### config.mk
export PLATFORM = sky130hd
export DESIGN_NAME = double_ended_queue
export DESIGN_NICKNAME = d
export VERILOG_FILES = /design/src/rtl/core/dq_pkg.sv /design/src/rtl/core/dq_ram.sv /design/src/rtl/core/double_ended_queue.sv
export SDC_FILE = /design/constraint.sdc
export NUM_CORES = 2
export LEC_CHECK = 0
export ABC_AREA = 1
export BUFFER_PORTS_ARGS = -buffer_cell sky130_fd_sc_hd__buf_2
export CORE_AREA = 2 2 410 412
export DETAILED_ROUTE_END_ITERATION = 10
export DIE_AREA = 0 0 412 414
export PLACE_DENSITY = 0.76
export RECOVER_POWER = 25
export REMOVE_ABC_BUFFERS = 1
export SLEW_MARGIN = 20
export SYNTH_ARGS = -nofsm -noshare
export SYNTH_HDL_FRONTEND = slang
export SYNTH_SLANG_ARGS = --single-unit
### constraint.sdc
create_clock -name clock -period 5.7 [get_ports clock]
set_input_delay 1.425 -clock clock [delete_from_list [all_inputs] [get_ports clock]]
set_output_delay 1.425 -clock clock [all_outputs]
set_load 0.02 [all_outputs]
### src/rtl/core/dq_pkg.sv
// shared constants for the double ended queue: command and status codes,
// capacity limit and default depth; no dependencies
`default_nettype none

package dq_pkg;

   localparam int DEPTH_DEFAULT = 64;
   localparam int LIMIT         = 50;
   localparam int DATA_W        = 32;
   localparam int OP_W          = 3;
   localparam int STATUS_W      = 2;

   typedef logic [OP_W-1:0]     op_type;
   typedef logic [STATUS_W-1:0] status_type;

   localparam op_type OP_PUSH_FRONT = 3'd0;
   localparam op_type OP_PUSH_BACK  = 3'd1;
   localparam op_type OP_POP_FRONT  = 3'd2;
   localparam op_type OP_POP_BACK   = 3'd3;
   localparam op_type OP_DUMP_FWD   = 3'd4;
   localparam op_type OP_DUMP_BWD   = 3'd5;

   localparam status_type STATUS_OK    = 2'd0;
   localparam status_type STATUS_FULL  = 2'd1;
   localparam status_type STATUS_EMPTY = 2'd2;

endpackage

`default_nettype wire

### src/rtl/core/dq_ram.sv
// element store of the double ended queue: one write port, one read port
// with registered read data; uses dq_pkg for the data width
`default_nettype none

module dq_ram #(
   parameter int DEPTH = dq_pkg::DEPTH_DEFAULT
) (
   input  wire logic                        clock,
   input  wire logic                        wr_en,
   input  wire logic [$clog2(DEPTH)-1:0]    wr_addr,
   input  wire logic [dq_pkg::DATA_W-1:0]   wr_data,
   input  wire logic                        rd_en,
   input  wire logic [$clog2(DEPTH)-1:0]    rd_addr,
   output logic      [dq_pkg::DATA_W-1:0]   rd_data
);
   import dq_pkg::*;

   logic [DATA_W-1:0] mem_ff [DEPTH];
   logic [DATA_W-1:0] rd_data_ff;

   always_ff @(posedge clock) begin
      if (wr_en) begin
         mem_ff[wr_addr] <= wr_data;
      end
   end

   always_ff @(posedge clock) begin
      if (rd_en) begin
         rd_data_ff <= mem_ff[rd_addr];
      end
   end

   assign rd_data = rd_data_ff;

endmodule

`default_nettype wire

### src/rtl/core/double_ended_queue.sv
// double ended queue top level: command decode, ring indices, occupancy
// and dump sequencer around the dq_ram element store; uses dq_pkg
//
// usage:
//   a request (req_op, req_value) is taken at a rising edge with start high
//   and busy low. every request except the unused op codes gives results on
//   rsp_status, rsp_data and rsp_last, each marked by rsp_valid for exactly
//   one cycle; rsp_last flags the final result of a request.
//   for a push or pop the result appears in the cycle after the request is
//   taken and busy stays low, so a request may follow in every cycle. a pop
//   reads the store at the edge that takes it, and the registered read data
//   is the result.
//   a dump of n elements gives its n results back to back, one store read
//   per cycle through the single read port; busy stays high after the
//   request is taken until the store read for the final result.
//   the deque holds at most min(50, DEPTH) elements. a push when full
//   reports full, a pop or dump when empty reports empty.
//   reset empties the deque and drops any dump in progress; store contents
//   are not cleared. the receiver cannot stall results.
`default_nettype none

module double_ended_queue #(
   parameter int DEPTH = dq_pkg::DEPTH_DEFAULT
) (
   input  wire logic                               clock,
   input  wire logic                               reset,
   input  wire logic                               start,
   output logic                                    busy,
   input  wire logic        [dq_pkg::OP_W-1:0]     req_op,
   input  wire logic signed [dq_pkg::DATA_W-1:0]   req_value,
   output logic                                    rsp_valid,
   output logic             [dq_pkg::STATUS_W-1:0] rsp_status,
   output logic signed      [dq_pkg::DATA_W-1:0]   rsp_data,
   output logic                                    rsp_last
);
   import dq_pkg::*;

   localparam int CAP = (LIMIT < DEPTH) ? LIMIT : DEPTH;
   localparam int IW  = $clog2(DEPTH);
   localparam int OW  = $clog2(CAP + 1);

   typedef enum logic {S_IDLE, S_DUMP} state_type;

   function automatic logic [IW-1:0] next_idx(input logic [IW-1:0] i);
      return (i == IW'(DEPTH - 1)) ? '0 : i + IW'(1);
   endfunction

   function automatic logic [IW-1:0] prev_idx(input logic [IW-1:0] i);
      return (i == '0) ? IW'(DEPTH - 1) : i - IW'(1);
   endfunction

   state_type   state_ff, state_in;
   logic [IW-1:0] front_ff, front_in;
   logic [IW-1:0] back_ff, back_in;
   logic [OW-1:0] occ_ff, occ_in;
   logic [IW-1:0] walk_ff, walk_in;
   logic [OW-1:0] remain_ff, remain_in;
   logic          fwd_ff, fwd_in;

   logic          rsp_valid_ff, rsp_valid_in;
   status_type    rsp_status_ff, rsp_status_in;
   logic          rsp_last_ff, rsp_last_in;
   logic          rsp_sel_ff, rsp_sel_in;

   logic          wr_en;
   logic [IW-1:0] wr_addr;
   logic          rd_en;
   logic [IW-1:0] rd_addr;
   logic [DATA_W-1:0] rd_data;

   logic          full;
   logic          empty;

   assign full  = (occ_ff >= OW'(CAP));
   assign empty = (occ_ff == '0);
   assign busy  = (state_ff == S_DUMP);

   always_comb begin
      state_in      = state_ff;
      front_in      = front_ff;
      back_in       = back_ff;
      occ_in        = occ_ff;
      walk_in       = walk_ff;
      remain_in     = remain_ff;
      fwd_in        = fwd_ff;
      rsp_valid_in  = 1'b0;
      rsp_status_in = STATUS_OK;
      rsp_last_in   = 1'b1;
      rsp_sel_in    = 1'b0;
      wr_en         = 1'b0;
      wr_addr       = front_ff;
      rd_en         = 1'b0;
      rd_addr       = walk_ff;

      if (state_ff == S_DUMP) begin
         rd_en        = 1'b1;
         rd_addr      = walk_ff;
         rsp_valid_in = 1'b1;
         rsp_sel_in   = 1'b1;
         rsp_last_in  = (remain_ff == OW'(1));
         remain_in    = remain_ff - OW'(1);
         walk_in      = fwd_ff ? next_idx(walk_ff) : prev_idx(walk_ff);
         if (rsp_last_in) begin
            state_in = S_IDLE;
         end
      end else if (start) begin
         case (req_op) inside
            OP_PUSH_FRONT, OP_PUSH_BACK: begin
               rsp_valid_in = 1'b1;
               if (full) begin
                  rsp_status_in = STATUS_FULL;
               end else begin
                  wr_en  = 1'b1;
                  occ_in = occ_ff + OW'(1);
                  if (empty) begin
                     wr_addr = front_ff;
                     back_in = front_ff;
                  end else if (req_op == OP_PUSH_FRONT) begin
                     front_in = prev_idx(front_ff);
                     wr_addr  = prev_idx(front_ff);
                  end else begin
                     back_in = next_idx(back_ff);
                     wr_addr = next_idx(back_ff);
                  end
               end
            end
            OP_POP_FRONT, OP_POP_BACK: begin
               rsp_valid_in = 1'b1;
               if (empty) begin
                  rsp_status_in = STATUS_EMPTY;
               end else begin
                  rd_en      = 1'b1;
                  rsp_sel_in = 1'b1;
                  occ_in     = occ_ff - OW'(1);
                  if (req_op == OP_POP_FRONT) begin
                     rd_addr = front_ff;
                     if (occ_ff > OW'(1)) begin
                        front_in = next_idx(front_ff);
                     end
                  end else begin
                     rd_addr = back_ff;
                     if (occ_ff > OW'(1)) begin
                        back_in = prev_idx(back_ff);
                     end
                  end
               end
            end
            OP_DUMP_FWD, OP_DUMP_BWD: begin
               rsp_valid_in = 1'b1;
               if (empty) begin
                  rsp_status_in = STATUS_EMPTY;
               end else begin
                  rd_en       = 1'b1;
                  rsp_sel_in  = 1'b1;
                  fwd_in      = (req_op == OP_DUMP_FWD);
                  rd_addr     = fwd_in ? front_ff : back_ff;
                  walk_in     = fwd_in ? next_idx(front_ff) : prev_idx(back_ff);
                  remain_in   = occ_ff - OW'(1);
                  rsp_last_in = (occ_ff == OW'(1));
                  if (!rsp_last_in) begin
                     state_in = S_DUMP;
                  end
               end
            end
            default: begin
            end
         endcase
      end
   end

   always_ff @(posedge clock) begin
      if (reset) begin
         state_ff     <= S_IDLE;
         front_ff     <= '0;
         back_ff      <= '0;
         occ_ff       <= '0;
         rsp_valid_ff <= 1'b0;
      end else begin
         state_ff     <= state_in;
         front_ff     <= front_in;
         back_ff      <= back_in;
         occ_ff       <= occ_in;
         rsp_valid_ff <= rsp_valid_in;
      end
      walk_ff       <= walk_in;
      remain_ff     <= remain_in;
      fwd_ff        <= fwd_in;
      rsp_status_ff <= rsp_status_in;
      rsp_last_ff   <= rsp_last_in;
      rsp_sel_ff    <= rsp_sel_in;
   end

   dq_ram #(
      .DEPTH (DEPTH)
   ) u_ram (
      .clock   (clock),
      .wr_en   (wr_en),
      .wr_addr (wr_addr),
      .wr_data (req_value),
      .rd_en   (rd_en),
      .rd_addr (rd_addr),
      .rd_data (rd_data)
   );

   assign rsp_valid  = rsp_valid_ff;
   assign rsp_status = rsp_status_ff;
   assign rsp_last   = rsp_last_ff;
   assign rsp_data   = rsp_sel_ff ? signed'(rd_data) : '0;

endmodule

`default_nettype wire
### Word-level counts from Yosys, hierarchy flattened

Memories as Yosys holds them, arrays and structs flattened. A register that Yosys moved wholly into a read port is not among the register bits.
Cells that the tools add are included.

* input port bits: 38
* RAM bits: 2048
* memories: 1
* register bits: 37
* output and inout bits: 37
* logic and storage cells: 156

Memory list
* u_ram.mem_ff: words 64, width 32, rd ports 1, clocked after memory_dff 1, write ports 1, RTL line dq_ram.sv:18 `logic [DATA_W-1:0] mem_ff [DEPTH];`

* reductions and logical operators: 19
* equality and inequality tests: 18
* bitwise gates (word level): 5
* order comparisons: 2
* add/subtract/negate cells: 9
* muxes and demuxes: 91

Operators with widths (number)
* 2-to-1 mux 6 bit: 54
* 2-to-1 mux 1 bit: 32
* 2-to-1 mux 32 bit: 1
* subtractor 6 x 1 -> 6 bit (second input constant): 5
* adder 6 x 1 -> 6 bit (second input constant): 4
* zero test 6 bit: 4
* equality test 6 bit (second input constant): 3
* AND reduction 8 bit: 2
* equality test 6 x 1 -> 1 bit (second input constant): 2
* inequality test 2 bit (second input constant): 5
* AND reduction 5 bit: 2
* nonzero test 2 bit: 5
* 2-to-1 mux 2 bit: 4
* OR reduction 2 bit: 4
* equality test 3 x 2 -> 1 bit (second input constant): 2
* equality test 3 bit (second input constant): 2
* >= comparator 6 bit (second input constant): 1
* greater-than comparator 6 x 1 -> 1 bit (second input constant): 1
* AND reduction 6 bit: 1
* inverter 1 bit: 5
* inequality test 2 x 1 -> 1 bit (second input constant): 2
* equality test 3 x 1 -> 1 bit (second input constant): 1
* zero test 3 bit: 1
* inequality test 3 bit (second input constant): 1

### Longest topological paths before layout

* depth after elaboration: 9
* mapped depth: 21
* gate-level depth less buffers: 18

### By module

Synthesis repeated with hierarchy kept, for this count alone.

* cell total of the unflattened synthesis: 7394
* area, all modules: 86678.1 um^2

Modules (own cells, without submodules)
* dq_ram: seq. area each 62459.9 um^2, cells an instance 6785, times used 1, area an instance 83106.0 um^2
* double_ended_queue: seq. area each 870.8 um^2, cells an instance 609, times used 1, area an instance 3572.2 um^2

### Worst setup path after synthesis

No wires, ideal clock.

* kind: input to register
* from: input req_op[2] (netlist name)
* to: memory u_ram.mem_ff[11][0], enable pin
* stages on the path: 15
* path slack: 0.835 ns
* buffers on the path: 1
* data required time: 5.279 ns
* setup time: 0.421 ns
* data arrival time: 4.444 ns
* cell sequence: buf_2 nor2_2 inv_2 nor3_1 inv_1 nor2_1 inv_1 nor2_2 inv_2 nand2_1 and2_1 inv_1 nor2_1 nand2_1 nor2_1

* cells in the longest elaborated chain, start to end: 7
* elaborated cells between the ends (all ways): 14
* classes of those cells: 1 x eq/ne; 11 x mux; 2 x reduce/logical

RTL lines
* from (decl): RTL line double_ended_queue.sv:29 `input wire logic [dq_pkg::OP_W-1:0] req_op,`
* equality test 3 x 1 -> 1 bit (no source line) or zero test 3 bit (tied branches)
* OR reduction 2 bit or 2-to-1 mux 6 bit (tied branches): RTL line double_ended_queue.sv:107, double_ended_queue.sv:118
* 2-to-1 mux 1 bit or 2-to-1 mux 6 bit (tied branches): RTL line double_ended_queue.sv:107, double_ended_queue.sv:115
* 2-to-1 mux 1 bit or 2-to-1 mux 6 bit (tied branches): RTL line double_ended_queue.sv:106, double_ended_queue.sv:110
* 2-to-1 mux 1 bit or 2-to-1 mux 6 bit (tied branches): RTL line double_ended_queue.sv:95, double_ended_queue.sv:107
* 2-to-1 mux 1 bit or 2-to-1 mux 6 bit (tied branches): RTL line dq_ram.sv:22, double_ended_queue.sv:106
* 2-to-1 mux 1 bit (not written as such) or 2-to-1 mux 6 bit (tied branches): RTL line dq_ram.sv:23, double_ended_queue.sv:95
* to (decl): RTL line dq_ram.sv:18

Parallel ways exist; a longest one is shown, timed or not.

### Worst setup path after layout

* from: input req_op[2] (netlist name)
* to: memory u_ram.mem_ff[16][20], enable pin

Same word-level chain as after synthesis.

==> run metrics <==
status=complete, but fails checks; violations in the final reports=max-capacitance violations, max-slew violations; pre-CTS setup slack=between 0.5 and 0.6 ns; placed cell area=0.0980 mm²; Worst Path Max Fanout=23; Via Count=68.0k; Mapped Area=between 0.09 and 0.1 mm²; # H-tree levels=4; core area=between 0.15 and 0.2 mm²; Max IR drop VDD=about 0.00034 V; CTS tree=built; first-pass GRT wire length=roughly 400000 µm; power share of the combinational group=between 10% and 20%; #FFs+latches synth=2117; WHS Path Cells=2; synth top area cells=edfxtp_1 67%, nand3_1 11%, nand2_1 6.1%; Min Hold Slack=approximately 0.54 ns; Reg2Reg Setup Slack=1.32 ns; EDFF count, synth=around 2.1k; syn_area_per_cell=around 11 µm²; CTS buffer count=a little over 200; share of cells above drive strength 1=under 10%; total power=between 30 and 40 mW; Hold Path Class=flip-flop to flip-flop; area grow syn2layout=11.2%; clk_lat worst skew=~0.86 ns; global route total overflow=0; crit start category=primary input; Seq/Total Area, Yosys=between 60% and 70%; Final period util=about four fifths; Tmin final=roughly 4.5 ns; RSZ-0062 raised after global routing=false; Top Ports=75; TritonRoute pass-1 iters=9; Psw=about 9.9 mW; Slew Limit Fails=1403; Layout Cells excl Fill=approximately 11k; Worst R2R Start=busy; Net Sw Frac=between 20% and 30%; FMAX=between 200 and 250 MHz; largest area contributor in the netlist=edfxtp_1; Internal Power=about 26 mW; Root Buffer=clkbuf_16; Die Wd=between 400 and 500 µm; CTS clock-pin slew for the worst setup and hold paths=about 0.070 ns; Static Leak=between 40 and 50 nW; Worst-Margin Slew=~3.4 ns; initial antenna violation count=16; Yosys top cell area share=between 60% and 70%; vias in the first global route=between 60k and 70k; ys flop type=edfxtp_1; hold_buf cts=0; r2r worst-path depth=14; Routed WL=approximately 280000 µm; commonest non-fill, non-tap cells in the layout=2139 x nand3_1, 2093 x edfxtp_1, 1533 x nand2_1; PwrDens=between 300 and 400 mW/mm²; ys async rst share=0%; largest net degree at the start of global routing=roughly 160; reg2reg end=u_ram.rd_data[25]; Max-Cap Viols=22; WP data required=around 6.2 ns; post-synthesis cell type count=40; crit path DAT=a little over 5 ns; detailed-route wire length per cell=around 25 µm; Total GRT Usage=roughly a third; PortBufs=74; vias per cell=6.17; Syn. warnings=0; fin nets=around 8.7k; post-CTS sizing=0; clock power share=a little under two fifths; Routed Antenna Nets=0; critical path type=primary input to flip-flop; GP Congestion=0.913; # Post-CTS Setup Buffers=0; # DRC=0; Slew HR=-129%; setup ws final=1.15 ns; Mapped Cells=~8.7k; die height=414 µm; number of fill cells in the layout=around 12k; Hold Crit Endpoint=back_ff[3]; placed instance count=10.6k; Initial DRC Count=approximately 11k; Seq pwr share=a little under half; Starting Density=between 50% and 60%; most common cell after layout, fill and taps aside=nand3_1; Worst Min Path Start=back_ff[3]; # setup viols final=0; post-route cell area=0.105 mm²; Rows=150; Max Root-Sink Buffers=3; post-DP HPWL=150000 µm; DIE AREA=around 0.17 mm²; crit end category=flip-flop; TritonCTS Sinks=between 2k and 2.5k; Clock Skews=about 0.046 ns; Hold Vio Cnt, Final=0
[metal layers]
metal / global-route usage [%] / routed length (µm)
met5: 0 / 112
met4: 17.1 / 16400
met3: 7.32 / 37100
met2: 49.3 / 126000
met1: 43.2 / 100000
[area by class of cell]
type,instances,area [µm²],share of cell area [%]
flip-flops and latches,2117,63300,60.6
multi-input cells,4617,23500,22.5
clock buffers,272,5520,5.28
inverters,1391,5250,5.02
repair buffers,318,3000,2.87
well taps,2204,2760,2.64
clock inverters,107,1120,1.07
diodes,8,20.0,0.0192
[synth_stat cells, drive strengths merged, types with 17 or more instances]
cell and count:
nand3 2140, edfxtp 2093, nand2 1537, inv 1389, nand3b 640, buf 378, clkbuf 173, nor2 121
o21ai 62, a21oi 27, dfxtp 24, xor2 17
[power groups by stage]
stage | Combinational, mW | Clock [mW] | Sequential, mW
3_5_place_dp | 5.17 | 0 | 17.7
5_1_grt | 5.66 | 14.1 | 17.4
4_1_cts | 5.20 | 13.5 | 17.3
2_1_floorplan | 3.32 | 0 | 17.6
6_report | 5.34 | 13.5 | 17.4
3_3_place_gp | 5.06 | 0 | 17.7
[cells by family after synthesis]
group	count (synthesis)	synth area share, %
fa+ha+maj	16	0.213
simple gates	4461	23.3
compound gates	120	0.727
xor+xnor	20	0.186
flops	2117	67.4
buf+inv	1942	8.19
[sequential cells by signal (all words and copies together), names as in the netlist]
name           cells
fwd_ff             1
occ_ff             6
remain_ff          6
back_ff            6
u_ram.mem_ff    2048
front_ff           6
walk_ff            6
rsp_last           1
busy               1
rsp_sel_ff         1
rsp_valid          1
rsp_status         2
u_ram.rd_data     32
[critical path, cell delays in order]
cell and delay, ns:
buf_2 0.16, nor2_1 0.20, inv_2 0.06, nor3_1 0.14, inv_1 0.08, nor2_1 0.25, inv_1 0.17, nor2_2 0.25
nand3_1 0.12, and2_1 0.18, nor2_1 0.29, nand2_1 0.36, nor2_4 0.99, buf_4 0.36
[stage by stage]
stage / utilization, % / TNS [ns]
after floorplan: - / -812.75
after global placement: 58.9 / 0
after detailed placement: 58.9 / 0
after CTS: 62.9 / 0
after global routing: 62.8 / 0
final: 62.9 / 0
[how the worst max path moves through the flow]
| stage | endpoint | start | depth (start not counted) |
|---|---|---|---|
| 2_1_floorplan | u_ram.rd_data[20] | req_op[1] | 16 |
| 3_3_place_gp | u_ram.mem_ff[36][23] | req_op[2] | 15 |
| 3_5_place_dp | u_ram.rd_data[25] | req_op[2] | 16 |
| 4_1_cts | u_ram.mem_ff[16][19] | req_op[2] | 14 |
| 5_1_grt | u_ram.mem_ff[7][4] | req_op[2] | 15 |
| 6_report | u_ram.mem_ff[16][20] | req_op[2] | 14 |
Power figures use the tool's default switching activity.
